==> config.mk <==
export PLATFORM = sky130hd
export DESIGN_NAME = cfbd_queue
export DESIGN_NICKNAME = d
export VERILOG_FILES = /design/src/hdl/cfbd_pkg.sv /design/src/hdl/cfbd_queue.sv
export SDC_FILE = /design/constraint.sdc
export NUM_CORES = 1
export LEC_CHECK = 0
export BUFFER_PORTS_ARGS = -buffer_cell sky130_fd_sc_hd__buf_2
export CORE_MARGIN = 1
export CORE_UTILIZATION = 44
export DETAILED_ROUTE_END_ITERATION = 7
export GPL_TIMING_DRIVEN = 1
export HOLD_SLACK_MARGIN = 0.15
export PLACE_DENSITY = 0.78
export SETUP_SLACK_MARGIN = 0.3
export SYNTH_ARGS = -nofsm -noshare
export SYNTH_HDL_FRONTEND = slang
export SYNTH_SLANG_ARGS = --single-unit
export TNS_END_PERCENT = 20
==> constraint.sdc <==
create_clock -name clk_i -period 1.3 [get_ports clk_i]
set_input_delay 0.195 -clock clk_i [delete_from_list [all_inputs] [get_ports clk_i]]
set_output_delay 0.195 -clock clk_i [all_outputs]
set_load 0.01 [all_outputs]
==> src/hdl/cfbd_pkg.sv <==
// ----------------------------------------------------------------------------
// Circular FIFO with burst drain - shared package
// Command codes, status codes, field widths and the request type passed
// from the front end to the back end.
// ----------------------------------------------------------------------------
package cfbd_pkg;

  // Default sizes of the block
  localparam int unsigned DEPTH_DEF      = 1024;
  localparam int unsigned DATA_WIDTH_DEF = 32;
  localparam int unsigned MAX_BURST_DEF  = 64;

  // Fixed field widths
  localparam int unsigned CMD_W  = 2;
  localparam int unsigned REQ_W  = 7;
  localparam int unsigned STAT_W = 2;
  localparam int unsigned OCC_W  = 11;
  localparam int unsigned CAP_W  = 11;

  // Request queue between front and back end
  localparam int unsigned Q_DEPTH = 2;

  typedef enum logic [CMD_W-1:0] {
    CMD_PUSH  = 2'd0,
    CMD_POP   = 2'd1,
    CMD_DRAIN = 2'd2,
    CMD_QUERY = 2'd3
  } cmd_e;

  typedef enum logic [STAT_W-1:0] {
    STAT_OK    = 2'd0,
    STAT_FULL  = 2'd1,
    STAT_EMPTY = 2'd2
  } status_e;

  // Classified request: command and the clamped word count of a read
  typedef struct packed {
    cmd_e             cmd;
    logic [REQ_W-1:0] burst;
  } op_ctl_t;

endpackage

==> src/hdl/cfbd_queue.sv <==
// ----------------------------------------------------------------------------
// Circular FIFO with burst drain - request queue
// Short register queue that decouples the front end from the back end.
// ----------------------------------------------------------------------------
module cfbd_queue #(
  parameter int unsigned WIDTH = 8
) (
  input  logic             clk_i,
  input  logic             rst_ni,
  input  logic             in_valid_i,
  output logic             in_ready_o,
  input  logic [WIDTH-1:0] in_data_i,
  output logic             out_valid_o,
  input  logic             out_ready_i,
  output logic [WIDTH-1:0] out_data_o
);

  localparam int unsigned PW = (cfbd_pkg::Q_DEPTH > 1) ? $clog2(cfbd_pkg::Q_DEPTH) : 1;
  localparam int unsigned CW = $clog2(cfbd_pkg::Q_DEPTH + 1);

  logic [WIDTH-1:0] slot_q [cfbd_pkg::Q_DEPTH];
  logic [PW-1:0]    wr_ptr_q, wr_ptr_d;
  logic [PW-1:0]    rd_ptr_q, rd_ptr_d;
  logic [CW-1:0]    cnt_q, cnt_d;
  logic             push, pop;

  assign in_ready_o  = (cnt_q != CW'(cfbd_pkg::Q_DEPTH));
  assign out_valid_o = (cnt_q != '0);
  assign out_data_o  = slot_q[rd_ptr_q];
  assign push        = in_valid_i && in_ready_o;
  assign pop         = out_valid_o && out_ready_i;

  // Advance pointers and count
  always_comb begin
    wr_ptr_d = wr_ptr_q;
    rd_ptr_d = rd_ptr_q;
    cnt_d    = cnt_q;
    if (push) begin
      wr_ptr_d = (wr_ptr_q == PW'(cfbd_pkg::Q_DEPTH - 1)) ? '0 : wr_ptr_q + PW'(1);
    end
    if (pop) begin
      rd_ptr_d = (rd_ptr_q == PW'(cfbd_pkg::Q_DEPTH - 1)) ? '0 : rd_ptr_q + PW'(1);
    end
    if (push && !pop) begin
      cnt_d = cnt_q + CW'(1);
    end else if (pop && !push) begin
      cnt_d = cnt_q - CW'(1);
    end
  end

  always_ff @(posedge clk_i or negedge rst_ni) begin
    if (!rst_ni) begin
      wr_ptr_q <= '0;
      rd_ptr_q <= '0;
      cnt_q    <= '0;
    end else begin
      wr_ptr_q <= wr_ptr_d;
      rd_ptr_q <= rd_ptr_d;
      cnt_q    <= cnt_d;
    end
  end

  // Hold payload in the slot
  always_ff @(posedge clk_i) begin
    if (push) begin
      slot_q[wr_ptr_q] <= in_data_i;
    end
  end

endmodule

## Word-level counts from Yosys, hierarchy flattened

Memories as Yosys holds them, arrays and structs flattened.
Index checks and enable logic that the tools add are counted.

| operators by class | value |
|---|---|
| add/sub/neg operators | 4 |
| eq/ne operators | 1 |
| muxes and demuxes | 6 |
| reduce and logical (&&, ||, !) cells | 8 |

Operators with widths:

| operator | number |
|---|---|
| $logic_and 1x1->1 | 4 |
| $mux 1 | 4 |
| $mux 2 | 2 |
| $reduce_bool 2->1 | 2 |
| $add 1x1->1 const B | 2 |
| $add 2x1->2 const B | 1 |
| $logic_not 1->1 | 2 |
| $ne 2x2->1 const B | 1 |
| $sub 2x1->2 const B | 1 |

| word-level totals | value |
|---|---|
| register bits | 4 |
| memory bits (writable) | 16 |
| input bits | 12 |
| output and inout bits | 10 |
| memories | 1 |

Memories:

| memory | depth | width | rd ports | clocked after Yosys merged registers in | wr ports | RTL line | text |
|---|---|---|---|---|---|---|---|
| slot_q | 2 | 8 | 1 | 0 | 1 | cfbd_queue.sv:21 | `logic [WIDTH-1:0] slot_q [cfbd_pkg::Q_DEPTH];` |

## Longest topological paths before layout

| logic depth | value |
|---|---|
| depth after elaboration | 6 |
| depth in mapped cells | 7 |
| mapped depth without buffers | 7 |

## Least setup slack after synthesis

OpenSTA, ideal clock, no wires.

| path | value |
|---|---|
| path type | reg2reg |
| start | reg cnt_q[0] |
| end | mem slot_q[0][0] (enable) |
| library setup time | 370 ps |
| data arrival time | 1016 ps |
| slack | -86 ps |
| stages on the path, launching flop included | 4 |
| cell sequence | dfrtp_1 > nand2b_4 > nand2_1 > nor2_1 |

| on the way | value |
|---|---|
| cells in the longest elaborated chain, start to end | 4 |

Ends and longest elaborated chain:

| what | RTL line | text |
|---|---|---|
| start: declaration | cfbd_queue.sv:24 | `logic [CW-1:0] cnt_q, cnt_d;` |
| start signal: assignment | cfbd_queue.sv:59 | `cnt_q <= cnt_d;` |
| $ne 2x2->1 | cfbd_queue.sv:27 | `assign in_ready_o = (cnt_q != CW'(cfbd_pkg::Q_DEPTH));` |
| net in_ready_o | cfbd_queue.sv:11 | `output logic in_ready_o,` |
| $logic_and 1x1->1 | cfbd_queue.sv:30 | `assign push = in_valid_i && in_ready_o;` |
| $mux 1 | cfbd_queue.sv:65 | `if (push) begin` |
| $mux 1 (not written as such) | cfbd_queue.sv:66 | `slot_q[wr_ptr_q] <= in_data_i;` |
| end: declaration | cfbd_queue.sv:21 |  |

The timed path passes the listed nets, and every way through them passes these cells.

## Worst setup path in the final report

| path | value |
|---|---|
| start | reg rd_ptr_q |
| end | out out_data_o[0] |

| on the way | value |
|---|---|
| cells in the longest elaborated chain, start to end | 1 |

Ends and longest elaborated chain:

| what | RTL line | text |
|---|---|---|
| start: declaration | cfbd_queue.sv:23 | `logic [PW-1:0] rd_ptr_q, rd_ptr_d;` |
| start signal: assignment | cfbd_queue.sv:58 | `rd_ptr_q <= rd_ptr_d;` |
| $mem_v2 2x8 | -- |  |
| end: declaration | cfbd_queue.sv:15 | `output logic [WIDTH-1:0] out_data_o` |

Every way passes these cells.

==> summary.md <==
| Metric | Value |
|---|---|
| IO Port Bufs | 21 |
| Final period utilization | 1.15 |
| Crit end category | primary output |
| Crit path required time | 1.11 ns |
| DP Wirelength | 784 um |
| Slew Limit Fails | 0 |
| Vias | 502 |
| Maximum clock frequency | 669 MHz |
| Routed Antenna Nets | 0 |
| P&R area growth vs syn | 56.1% |
| Initial Utilization | 0.494 |
| CP Data Arrival Time | 1.30 ns |
| CTS tree | done |
| GRT Overall Usage | 0.182 |
| Status | finished, violations left |
| Ys async rst share | 0.200 |
| Max incr delay on CP | 0.44 ns |
| Longest Clk Path Bufs | 2 |
| Seq/Total Area, Yosys | 0.738 |
| Gp weighted congestion | 0.758 |
| Root Buffer | clkbuf_4 |
| Pwr Density | 2130 mW/mm^2 |
| Combinational fraction of design power | 0.507 |
| Drt total wl | 1510 um |
| Tot Pwr | 2.62 mW |
| Total CTS buffers | 3 |
| Clk slew on worst S/H paths | 0.11 ns |
| Final Non-Filler Cells | 109 |
| ANT cells | 0 |
| Die Y | 44.3 um |
| Total grt overflow | 0 |
| LEAKAGE | 0.508 nW |
| Clock network power share | 0.112 |
| Synthesized Nets | 56 |
| Syn Inst Count | 43 |
| Reg-to-reg startpoint | cnt_q[1] |
| Min Tclk post-route | 1.49 ns |
| Top-count cell post-synth | edfxtp_1 |
| Vias in the first global route | 583 |
| Switch share | 0.305 |
| Setup ws final | -0.195 ns |
| Sequential fraction of design power | 0.381 |
| Chip Width | 44.3 um |
| Switching power | 0.798 mW |
| Post-synth EDFFs | 16 |
| Worst setup path start | rd_ptr_q |
| Layout cells sized above 1 | 0.600 |
| IO Count | 22 |
| Synthesized cell area | 787 sq um |
| Slowest-stage cell, CP | dfrtp_2 |
| Syn_area_per_cell | 18.3 sq um |
| Core Area | 0.00159 sq mm |
| Synth top area cells | edfxtp_1 61%, dfrtp_1 13%, mux2_2 11%, xnor2_1 3.3%, xor2_1 2.2% |
| Crit-path cells | buf_6, mux2_4, buf_6 |
| Clock Sinks | 20 |
| Biggest area consumer among synthesized cells | edfxtp_1 |
| CP max FO | 4 |
| Post-synth cell types | 14 |
| Nets | 99 |
| First-pass DRT Iterations | 4 |
| Via density per instance | 4.61 |
| Pin count of the biggest net entering global routing | 12 |
| Global-route wire length before repair | 2440 um |
| Crit Path Category | reg -> out |
| Share of the synthesized area in the top cell type | 0.610 |
| Worst slew pin tran | 0.261 ns |
| Initial antenna violation count | 0 |
| Htree depth | 1 |
| Most frequent cells after synthesis | 16 x edfxtp_1, 8 x mux2_2, 4 x dfrtp_1, 3 x xnor2_1 |
| Max transition margin | 0.826 |
| P_int | 1.82 mW |
| RSZ-0062 raised after global routing | yes |
| Ys Warns | 0 |
| Max cap viols | 0 |
| Register bit total from synthesis | 20 |
| Worst path bufs/invs | 2 |
| Worst hold-check path type | in -> async |
| Layout Skew | 0.00175 ns |
| Most used cell, CP | buf_6 |
| Cell family with most CP delay | flip-flops |
| Post-synth top flop | edfxtp_1 |
| Final hold vios | 0 |
| Fill count | 102 |
| Final setup vio count | 10 |
| # rows | 14 |
| DR iter-0 viols | 14 |
| Crit start category | flop |
| Placed cell count | 92 |
| DRC | 0 |
| Worst skew pair latency | 0.29 ns |
| VDD IR max | 0.00129 V |
| Failing checks | setup timing |
| Die footprint | 0.00196 sq mm |
| Drt wl/cell | 13.9 um |
[placed cells by master (no fill, tap or decap), types with 2 or more instances in the layout]
| cell type | synthesis | final |
|---|---|---|
| edfxtp_1 | 16 | 16 |
| buf_2 | 1 | 12 |
| buf_6 | 0 | 12 |
| dlygate4sd3_1 | 0 | 9 |
| mux2_2 | 8 | 7 |
| buf_4 | 0 | 5 |
| clkbuf_4 | 0 | 3 |
| dfrtp_1 | 4 | 3 |
| nand2_4 | 1 | 2 |
| xnor2_2 | 0 | 2 |
| xor2_1 | 2 | 2 |
[area by class of cell]
type | count | area, sq um | share of cell area
Sequential cell | 20 | 582 | 0.474
Timing Repair Buffer | 39 | 338 | 0.275
Multi-Input combinational cell | 21 | 249 | 0.203
Tap cell | 24 | 30.0 | 0.0244
Clock buffer | 3 | 22.5 | 0.0183
Clock inverter | 1 | 3.75 | 0.00305
Inverter | 1 | 3.75 | 0.00305
[what timing repair did]
action	CTS	global route
endpoints found under the setup margin	29	29
hold buffers	9	0
pin swaps	6	1
hold endpoints to repair	20	0
setup buffers	4	0
gates resized for setup	18	3
[state kept, by name, summed over array words and instances (netlist names)]
name,cells
cnt_q,2
slot_q,16
wr_ptr_q,1
rd_ptr_q,1
[through the flow]
stage                     setup WS, ns  hold slack [ns]  setup TNS (ns)  utilization  cell area [sq um]
after global placement        -0.00859          0.00453        -0.00859        0.608                970
after floorplan                -0.0496           -0.101         -0.0496            -                802
after CTS                       -0.174            0.209           -1.40        0.760               1210
after global routing            -0.243            0.232           -2.06        0.771               1230
after detailed placement       -0.0459          0.00811         -0.0459        0.608                970
final                           -0.195            0.242           -1.47        0.771               1230
[metal layers]
layer	part of all wire	up-vias	track usage
li1	-	241	-
met5	0	-	0
met1	0.40	243	0.194
met2	0.56	16	0.344
met3	0.032	2	0.0245
met4	0.0079	0	0.0909
[final timing paths]
path                                 end  slack [ns]  cells after the start
min reg2reg                     wr_ptr_q        0.56                      1
min in group clk_i              rd_ptr_q        0.26                      4
max reg2reg                     cnt_q[1]       -0.05                      6
max                        out_data_o[0]       -0.19                      3
max in group asynchronous       rd_ptr_q        0.93                      2
min                             cnt_q[0]        0.24                      2
[power by group through the flow]
stage,Clock (mW),Combinational (mW),Sequential [mW]
global placement,0,0.811,1.03
floorplan,0,0.579,0.982
finish,0.292,1.33,0.998
detailed placement,0,0.823,1.04
global route,0.331,1.42,1.02
CTS,0.299,1.27,0.996
[kinds of logic after synthesis]
group	count (synthesis)	synth area share
DFF	20	0.738
muxes	8	0.114
and+or+nand+nor	7	0.0652
xor gates and xnor gates	5	0.0557
buffers and inverters	2	0.0111
adders and majority gates	1	0.0159
No activity file was read; power rests on OpenSTA's default activity.
