### config.mk
export PLATFORM = sky130hd
export DESIGN_NAME = cfbd_front
export DESIGN_NICKNAME = d
export VERILOG_FILES = /design/src/hdl/cfbd_pkg.sv /design/src/hdl/cfbd_front.sv
export SDC_FILE = /design/constraint.sdc
export NUM_CORES = 1
export LEC_CHECK = 0
export ABC_AREA = 1
export BUFFER_PORTS_ARGS = -buffer_cell sky130_fd_sc_hd__buf_2
export CAP_MARGIN = 20
export CORE_AREA = 2 2 44 46
export DETAILED_ROUTE_END_ITERATION = 8
export DIE_AREA = 0 0 46 48
export GPL_ROUTABILITY_DRIVEN = 0
export PLACE_DENSITY = 0.88
export SLEW_MARGIN = 40
export SYNTH_ARGS = -nofsm -noshare
export SYNTH_HDL_FRONTEND = slang
export SYNTH_SLANG_ARGS = --single-unit
### constraint.sdc
create_clock -name vclk -period 0.8
set_input_delay 0.16 -clock vclk [all_inputs]
set_output_delay 0.16 -clock vclk [all_outputs]
set_load 0.01 [all_outputs]
### src/hdl/cfbd_pkg.sv
// ----------------------------------------------------------------------------
// Circular FIFO with burst drain - shared package
// Command codes, status codes, field widths and the request type passed
// from the front end to the back end.
// ----------------------------------------------------------------------------
package cfbd_pkg;

  // Default sizes of the block
  localparam int unsigned DEPTH_DEF      = 1024;
  localparam int unsigned DATA_WIDTH_DEF = 32;
  localparam int unsigned MAX_BURST_DEF  = 64;

  // Fixed field widths
  localparam int unsigned CMD_W  = 2;
  localparam int unsigned REQ_W  = 7;
  localparam int unsigned STAT_W = 2;
  localparam int unsigned OCC_W  = 11;
  localparam int unsigned CAP_W  = 11;

  // Request queue between front and back end
  localparam int unsigned Q_DEPTH = 2;

  typedef enum logic [CMD_W-1:0] {
    CMD_PUSH  = 2'd0,
    CMD_POP   = 2'd1,
    CMD_DRAIN = 2'd2,
    CMD_QUERY = 2'd3
  } cmd_e;

  typedef enum logic [STAT_W-1:0] {
    STAT_OK    = 2'd0,
    STAT_FULL  = 2'd1,
    STAT_EMPTY = 2'd2
  } status_e;

  // Classified request: command and the clamped word count of a read
  typedef struct packed {
    cmd_e             cmd;
    logic [REQ_W-1:0] burst;
  } op_ctl_t;

endpackage

### src/hdl/cfbd_front.sv
// ----------------------------------------------------------------------------
// Circular FIFO with burst drain - front end
// Accepts input requests, decodes the command and clamps the read count.
// ----------------------------------------------------------------------------
module cfbd_front #(
  parameter int unsigned DATA_WIDTH = cfbd_pkg::DATA_WIDTH_DEF,
  parameter int unsigned MAX_BURST  = cfbd_pkg::MAX_BURST_DEF,
  localparam int unsigned TD_W = ((DATA_WIDTH + cfbd_pkg::REQ_W + 7) / 8) * 8
) (
  input  logic                         s_axis_tvalid,
  output logic                         s_axis_tready,
  input  logic [TD_W-1:0]              s_axis_tdata,
  input  logic [cfbd_pkg::CMD_W-1:0]   s_axis_tuser,
  output logic                         op_valid_o,
  input  logic                         op_ready_i,
  output cfbd_pkg::op_ctl_t            op_ctl_o,
  output logic [DATA_WIDTH-1:0]        op_data_o
);

  logic [cfbd_pkg::REQ_W-1:0] req;
  logic [cfbd_pkg::REQ_W-1:0] burst;
  cfbd_pkg::cmd_e             cmd;

  assign cmd = cfbd_pkg::cmd_e'(s_axis_tuser);
  assign req = s_axis_tdata[DATA_WIDTH +: cfbd_pkg::REQ_W];

  // Clamp the read count: pop reads one word, drain 1..MAX_BURST
  always_comb begin
    burst = req;
    if (req == '0) begin
      burst = cfbd_pkg::REQ_W'(1);
    end else if (req > cfbd_pkg::REQ_W'(MAX_BURST)) begin
      burst = cfbd_pkg::REQ_W'(MAX_BURST);
    end
    if (cmd == cfbd_pkg::CMD_POP) begin
      burst = cfbd_pkg::REQ_W'(1);
    end
  end

  assign op_valid_o     = s_axis_tvalid;
  assign s_axis_tready  = op_ready_i;
  assign op_ctl_o.cmd   = cmd;
  assign op_ctl_o.burst = burst;
  assign op_data_o      = s_axis_tdata[DATA_WIDTH-1:0];

endmodule

After elaboration in Yosys (flattened, before gate mapping)
Cells that the tools add are included.
{"block": "word_totals", "regBits": 0, "latch_bits": 0, "ramBits": 0, "rom_bits": 0, "input_bits": 44, "output_inout_bits": 43, "mem_count": 0}
{"block": "op_classes", "n_addsub": 0, "multipliers": 0, "div": 0, "n_lt_le_gt_ge": 1, "n_eq_ne": 1, "n_shift": 0, "mux": 3, "bitwise_logic": 0, "reduce_logical": 1}
{"cell": "$mux 7", "n": 3}
{"cell": "$gt 7x7->1 const B", "n": 1}
{"cell": "$logic_not 7->1", "n": 1}
{"cell": "$eq 2x1->1 const B", "n": 1}

Logic depth before layout (Yosys ltp)
Gate-level depths: netlist of the first run.
{"block": "logic_depth", "depth_word": 4, "ltp_mapped": 5, "depth_no_buf": 5}

Least setup slack after synthesis of the first run
No wires, ideal clock.
{"block": "synth_timing", "path_type": "input to output", "from": "input s_axis_tuser[0] (netlist name)", "to": "output op_ctl_o[1] (netlist name)", "arrival_ns": 0.519, "t_required_ns": 0.640, "slack_ns": 0.121, "stages": 5, "path_buffers": 0, "cell_sequence": "inv_1 nor2_2 inv_2 nand2_2 nor2_1"}
{"item": "from (decl)", "line": "cfbd_front.sv:13", "rtl": "input logic [cfbd_pkg::CMD_W-1:0] s_axis_tuser,"}
{"item": "to (decl)", "line": "cfbd_front.sv:16", "rtl": "output cfbd_pkg::op_ctl_t op_ctl_o,"}

==> flow_summary.ini, run 1 <==
[yosys]
synth_cell_type_count = 8
syn-num-nets = 105
syn-instance-count = 61
synthesis.area_sq_um = 370.4
yosysSeqAreaShare_pct = 0
syn_avg_cell_area_sq_um = 6.071
yosysWarnings = 0
synth_fa_ha_area_share_pct = 0
synth_mux_area_share_pct = 0
synth_compound_area_share_pct = 0
synth_top_family_by_area = buffers and inverters
synthXorXnorAreaFrac_pct = 0
yosys.area_share.simple_pct = 17.91

[die]
io_pins = 87
rows = 15
dieHeight_um = 48
die_w_um = 46
initial_core_util_pct = 21.93
die_area_sq_mm = 0.002208
core_sq_mm = 0.001689

[power]
ir_drop_mv = 0.1508
powerDensity_mw_per_mm2 = 516.5
power_leakage_nw = 0.1863
p_total_uw = 164.8

[finish]
drive_gt1_share_pct = 80.85
final_common_cell = buf_2
design.seq.count = 0
fin_nets = 93
clkbuf_count = 0
syn_to_final_growth_pct = -13.85
diodes = 0
seqCellArea_sq_um = 0
layout_common_cells = buf_2 (11), inv_2 (6), buf_6 (6)

[drt]
ant_nets = 0
wirelength_um = 688
wl_per_cell_um = 10.75
drt_iter0_markers = 2
dr.pass1.iters = 4
vias_per_cell = 4.188
drcViolationCount = 0
vias = 268

[timing]
relSlewSlack_pct = 93.74
max_freq_mhz = 1175
finalHoldViolCount = 0
period_minus_slack_ps = 851.0
layout_setup_ws_ps = -51.01
maxSlewViolCount = 0
finalCritPeriodShare_pct = 106.4
tightest_slew_ps = 93.51
rsz0062_at_grt = true
setup_viol = 6

[global_routing]
grt_max_degree = 6
grt_first_pass_wirelength_um = 779
overflow = 0
grt_pass1_vias = 212
grt_util_all_layers_pct = 4.556
antenna_found_initial = 0

[worst_setup_path]
crit_path_start = s_axis_tdata[37]
slowest_delay_ps = 130
cp-start-kind = input pin
critical_path_class = in -> out
crit_chain = buf_6, inv_4, nand2_2, nor2_1, nand2_1, nand3_1, buf_2
critPathRequiredTime_ps = 640
worst_setup_path_end_kind = primary output
crit_slowest_cell = buf_2
path_max_fanout = 2
critical_path_arrival_ps = 690

[placed_design]
hpwl_um = 450.6
io_buffers = 18
pre_cts_ws_ps = -84.39

[hold_path]
worstHoldPathType = in -> out
worstHoldStart = s_axis_tdata[12]

[clock_tree]
hold_buffers = 0

[outcome]
status = complete, but fails checks
violations = negative setup slack

[run]
maxCapViolCount = 0
[worst paths after layout]
check / endpoint / cells after the start
worst max-delay path: op_ctl_o[0] / 7
worst min-delay path: op_data_o[12] / 0
[stage by stage]
step / util (%) / hold WS [ps] / instances / area [sq um] / setup TNS (ps)
floorplan: - / 411.8 / 61 / 370.4 / 0
detailed placement: 13.85 / 320.1 / 63 / 234.0 / -428.3
finish: 18.89 / 320.0 / 64 / 319.1 / -232.9
global route: 18.89 / 320.0 / 64 / 319.1 / -425.7
CTS: 15.85 / 320.1 / 64 / 267.8 / -260.8
global placement: 13.85 / 320.1 / 63 / 234.0 / -399.5
[critical path: cells and delay by family]
kind / cells / cell delay [ps]
buf+inv: 3 / 280
simple gates: 4 / 260
[synth_stat cells (all sizes together)]
| cell | n | share of area [%] |
|---|---|---|
| nand2 | 6 | 6.8 |
| inv | 9 | 9.1 |
| nor2 | 9 | 9.8 |
| nand3 | 1 | 1.4 |
| buf | 36 | 73 |
[layer usage]
layer	up-vias	share of wire [%]	global-route usage, %
met5	-	0	0
met4	0	11	9.143
met3	18	19	1.132
met2	33	48	7.222
met1	104	21	3.077
li1	113	-	-
[power by group]
| group | switching (mW) | total (mW) | leakage, nW | internal, mW |
|---|---|---|---|---|
| logic | 0.0761 | 0.165 | 0.186 | 0.0887 |
| registers | 0 | 0 | 0 | 0 |
| clock network | 0 | 0 | 0 | 0 |
[kinds of logic (layout without fill, tap and decap cells)]
| family | count (synthesis) | count (layout) |
|---|---|---|
| buffers and inverters | 45 | 31 |
| and+or+nand+nor | 16 | 16 |
[final cells by class]
class | count | area [sq um]
inverters | 9 | 41.29
well taps | 17 | 21.27
multi-input cells | 16 | 88.84
fillers | 190 | 1370
repair buffers | 22 | 167.7
[timing repair]
action,CTS,global route
cloned,0,0
buffers inserted,1,0
gates resized for setup,12,14
setup endpoints to repair,6,6
pin swaps,4,7
(Power assumes the default switching activity.)
==> run 2, diff against run 1 <==
Settings changed: ABC_AREA 1 to not set, CORE_AREA 2 2 44 46 to 2 2 42 44, DIE_AREA 0 0 46 48 to 0 0 44 46, PLACE_DENSITY 0.88 to 0.93, RECOVER_POWER set to 25, TNS_END_PERCENT set to 1.
==> run 2 against run 1 <==
The flow still finishes with violations (negative setup slack). First-iteration DRC count down 100%. Sequential share of layout area unchanged. Wire length down 8.4%. Final cell count down 23%. Final area down 9.4%. Global-route usage up 1.4 points. Power down 9.5%. Count of clock-buffer cells in the layout unchanged. Non-clock buffer count down 1. Setup slack worse by 120 ps. Maximum frequency down 12%. Critical path type unchanged. Critical endpoint is now op_ctl_o[2]. Highest routed layer unchanged.
==> flow_summary.ini, run 2 <==
[outcome]
status = complete, but fails checks
violations = negative setup slack

[power]
powerDensity_mw_per_mm2 = 516.2
power_leakage_nw = 0.1415
ir_drop_mv = 0.1605

[global_routing]
grt_max_degree = 7
antenna_found_initial = 0
grt_pass1_vias = 201
grt_first_pass_wirelength_um = 897
overflow = 0
grt_util_all_layers_pct = 5.974

[yosys]
yosysMostFrequentCell = buf_4
syn_avg_cell_area_sq_um = 7.194
netlist_top_cells_area = buf_4 (78%), nor3b_1 (11%), a221o_1 (2.9%)
syn-instance-count = 48
yosysSeqAreaShare_pct = 0
yosysWarnings = 0
syn-num-nets = 92
synthTopCellsByCount = buf_4 (36), nor3b_1 (5), nor2_1 (2)
yosysTopAreaCell = buf_4
synth_cell_type_count = 8
synthesis.area_sq_um = 345.3
yosysTopAreaCellShare_pct = 78.26

[timing]
tightest_slew_ps = 189.1
setup_viol = 7
max_freq_mhz = 1030
setup-tns-final_ps = -1009
layout_setup_ws_ps = -170.8
relSlewSlack_pct = 87.30
rsz0062_at_grt = true
finalCritPeriodShare_pct = 121.3
period_minus_slack_ps = 970.8
maxSlewViolCount = 0
finalHoldViolCount = 0

[worst_setup_path]
path_max_fanout = 6
critical_path_class = in -> out
critical_path_arrival_ps = 810
cp-start-kind = input pin
crit_path_start = s_axis_tuser[0]
critPathRequiredTime_ps = 640
worst_setup_path_end_kind = primary output

[finish]
final_common_cell = buf_2
design.seq.count = 0
stdcell_area_sq_um = 289.0
clkbuf_count = 0
finalNonFillerCells = 49
syn_to_final_growth_pct = -16.30
fill_cells = 183
fin_nets = 78
fin_util_pct = 17.91
seqCellArea_sq_um = 0
layout_common_cells = buf_2 (14), nor3b_2 (5), buf_6 (3), buf_4 (3)
drive_gt1_share_pct = 93.75
diodes = 0

[drt]
ant_nets = 0
drt_iter0_markers = 0
dr.pass1.iters = 1
drcViolationCount = 0
vias_per_cell = 4.408
wl_per_cell_um = 12.86
wirelength_um = 630
vias = 216

[placed_design]
place_area_sq_um = 242.7
io_buffers = 18
place_inst = 49
pre_cts_ws_ps = -226.9

[clock_tree]
hold_buffers = 0
postCtsSetupRepairBufs = 0

[die]
rows = 15
dieHeight_um = 46
die_w_um = 44
die_area_sq_mm = 0.002024
initial_core_util_pct = 21.40
io_pins = 87
core_sq_mm = 0.001614

[hold_path]
worstHoldStart = s_axis_tdata[0]
worstHoldPathType = in -> out

[run]
maxCapViolCount = 0
==> run 2: cell count changes in the layout (fill, tap and decap cells not counted), sizes merged <==
cell and change:
nor2 -7, a221o +1, nor3b +5, buf -1, inv -8, nor4 +1
nor2b +1, nand2 -6, nand3 -1
==> run 2: logic make-up (layout without fill, tap and decap cells) <==
group           count (synthesis)  count (layout)  synth area share, %
compound gates                  1               1                2.899
buf+inv                        38              22                80.43
simple gates                    9               9                16.67
==> run 2: final cells by class <==
cell class	instances	area, sq um	area share (%)
Tap cell	17	21.27	7.359
Multi-Input combinational cell	10	117.6	40.69
Timing Repair Buffer	21	146.4	50.65
Inverter	1	3.754	1.299
==> run 2: timing repair <==
action | 4_1_cts | 5_1_grt
endpoints found under the setup margin | 7 | 7
pin swaps | 3 | 2
hold endpoints to repair | 0 | 0
resized for setup | 6 | 3
==> run 2: worst max-delay path: stages <==
cell,delay [ps]
buf_6,90
nor2b_4,120
buf_12,130
nor3b_2,150
buf_2,150
==> run 2: where the power goes <==
part / switching, mW / internal (mW)
registers: 0 / 0
logic: 0.0659 / 0.0833
clock network: 0 / 0
==> run 2: metal layers <==
metal / track usage (%) / up-vias / wire (um)
li1: - / 84 / -
met5: 0 / - / 0
met4: 3.636 / 0 / 27
met2: 13.53 / 28 / 325
met3: 2.778 / 6 / 119
met1: 3.256 / 98 / 158
==> run 2: metrics by stage <==
stage	hold slack, ps	total power [mW]
finish	320.0	0.1492
global route	320.0	0.1599
CTS	320.1	0.1421
detailed placement	320.1	0.1258
global placement	320.1	0.1219
floorplan	353.0	0.2327
==> run 2: final timing paths <==
check,to,depth (start not counted)
setup / recovery,op_ctl_o[2],5
hold / removal,op_data_o[0],0
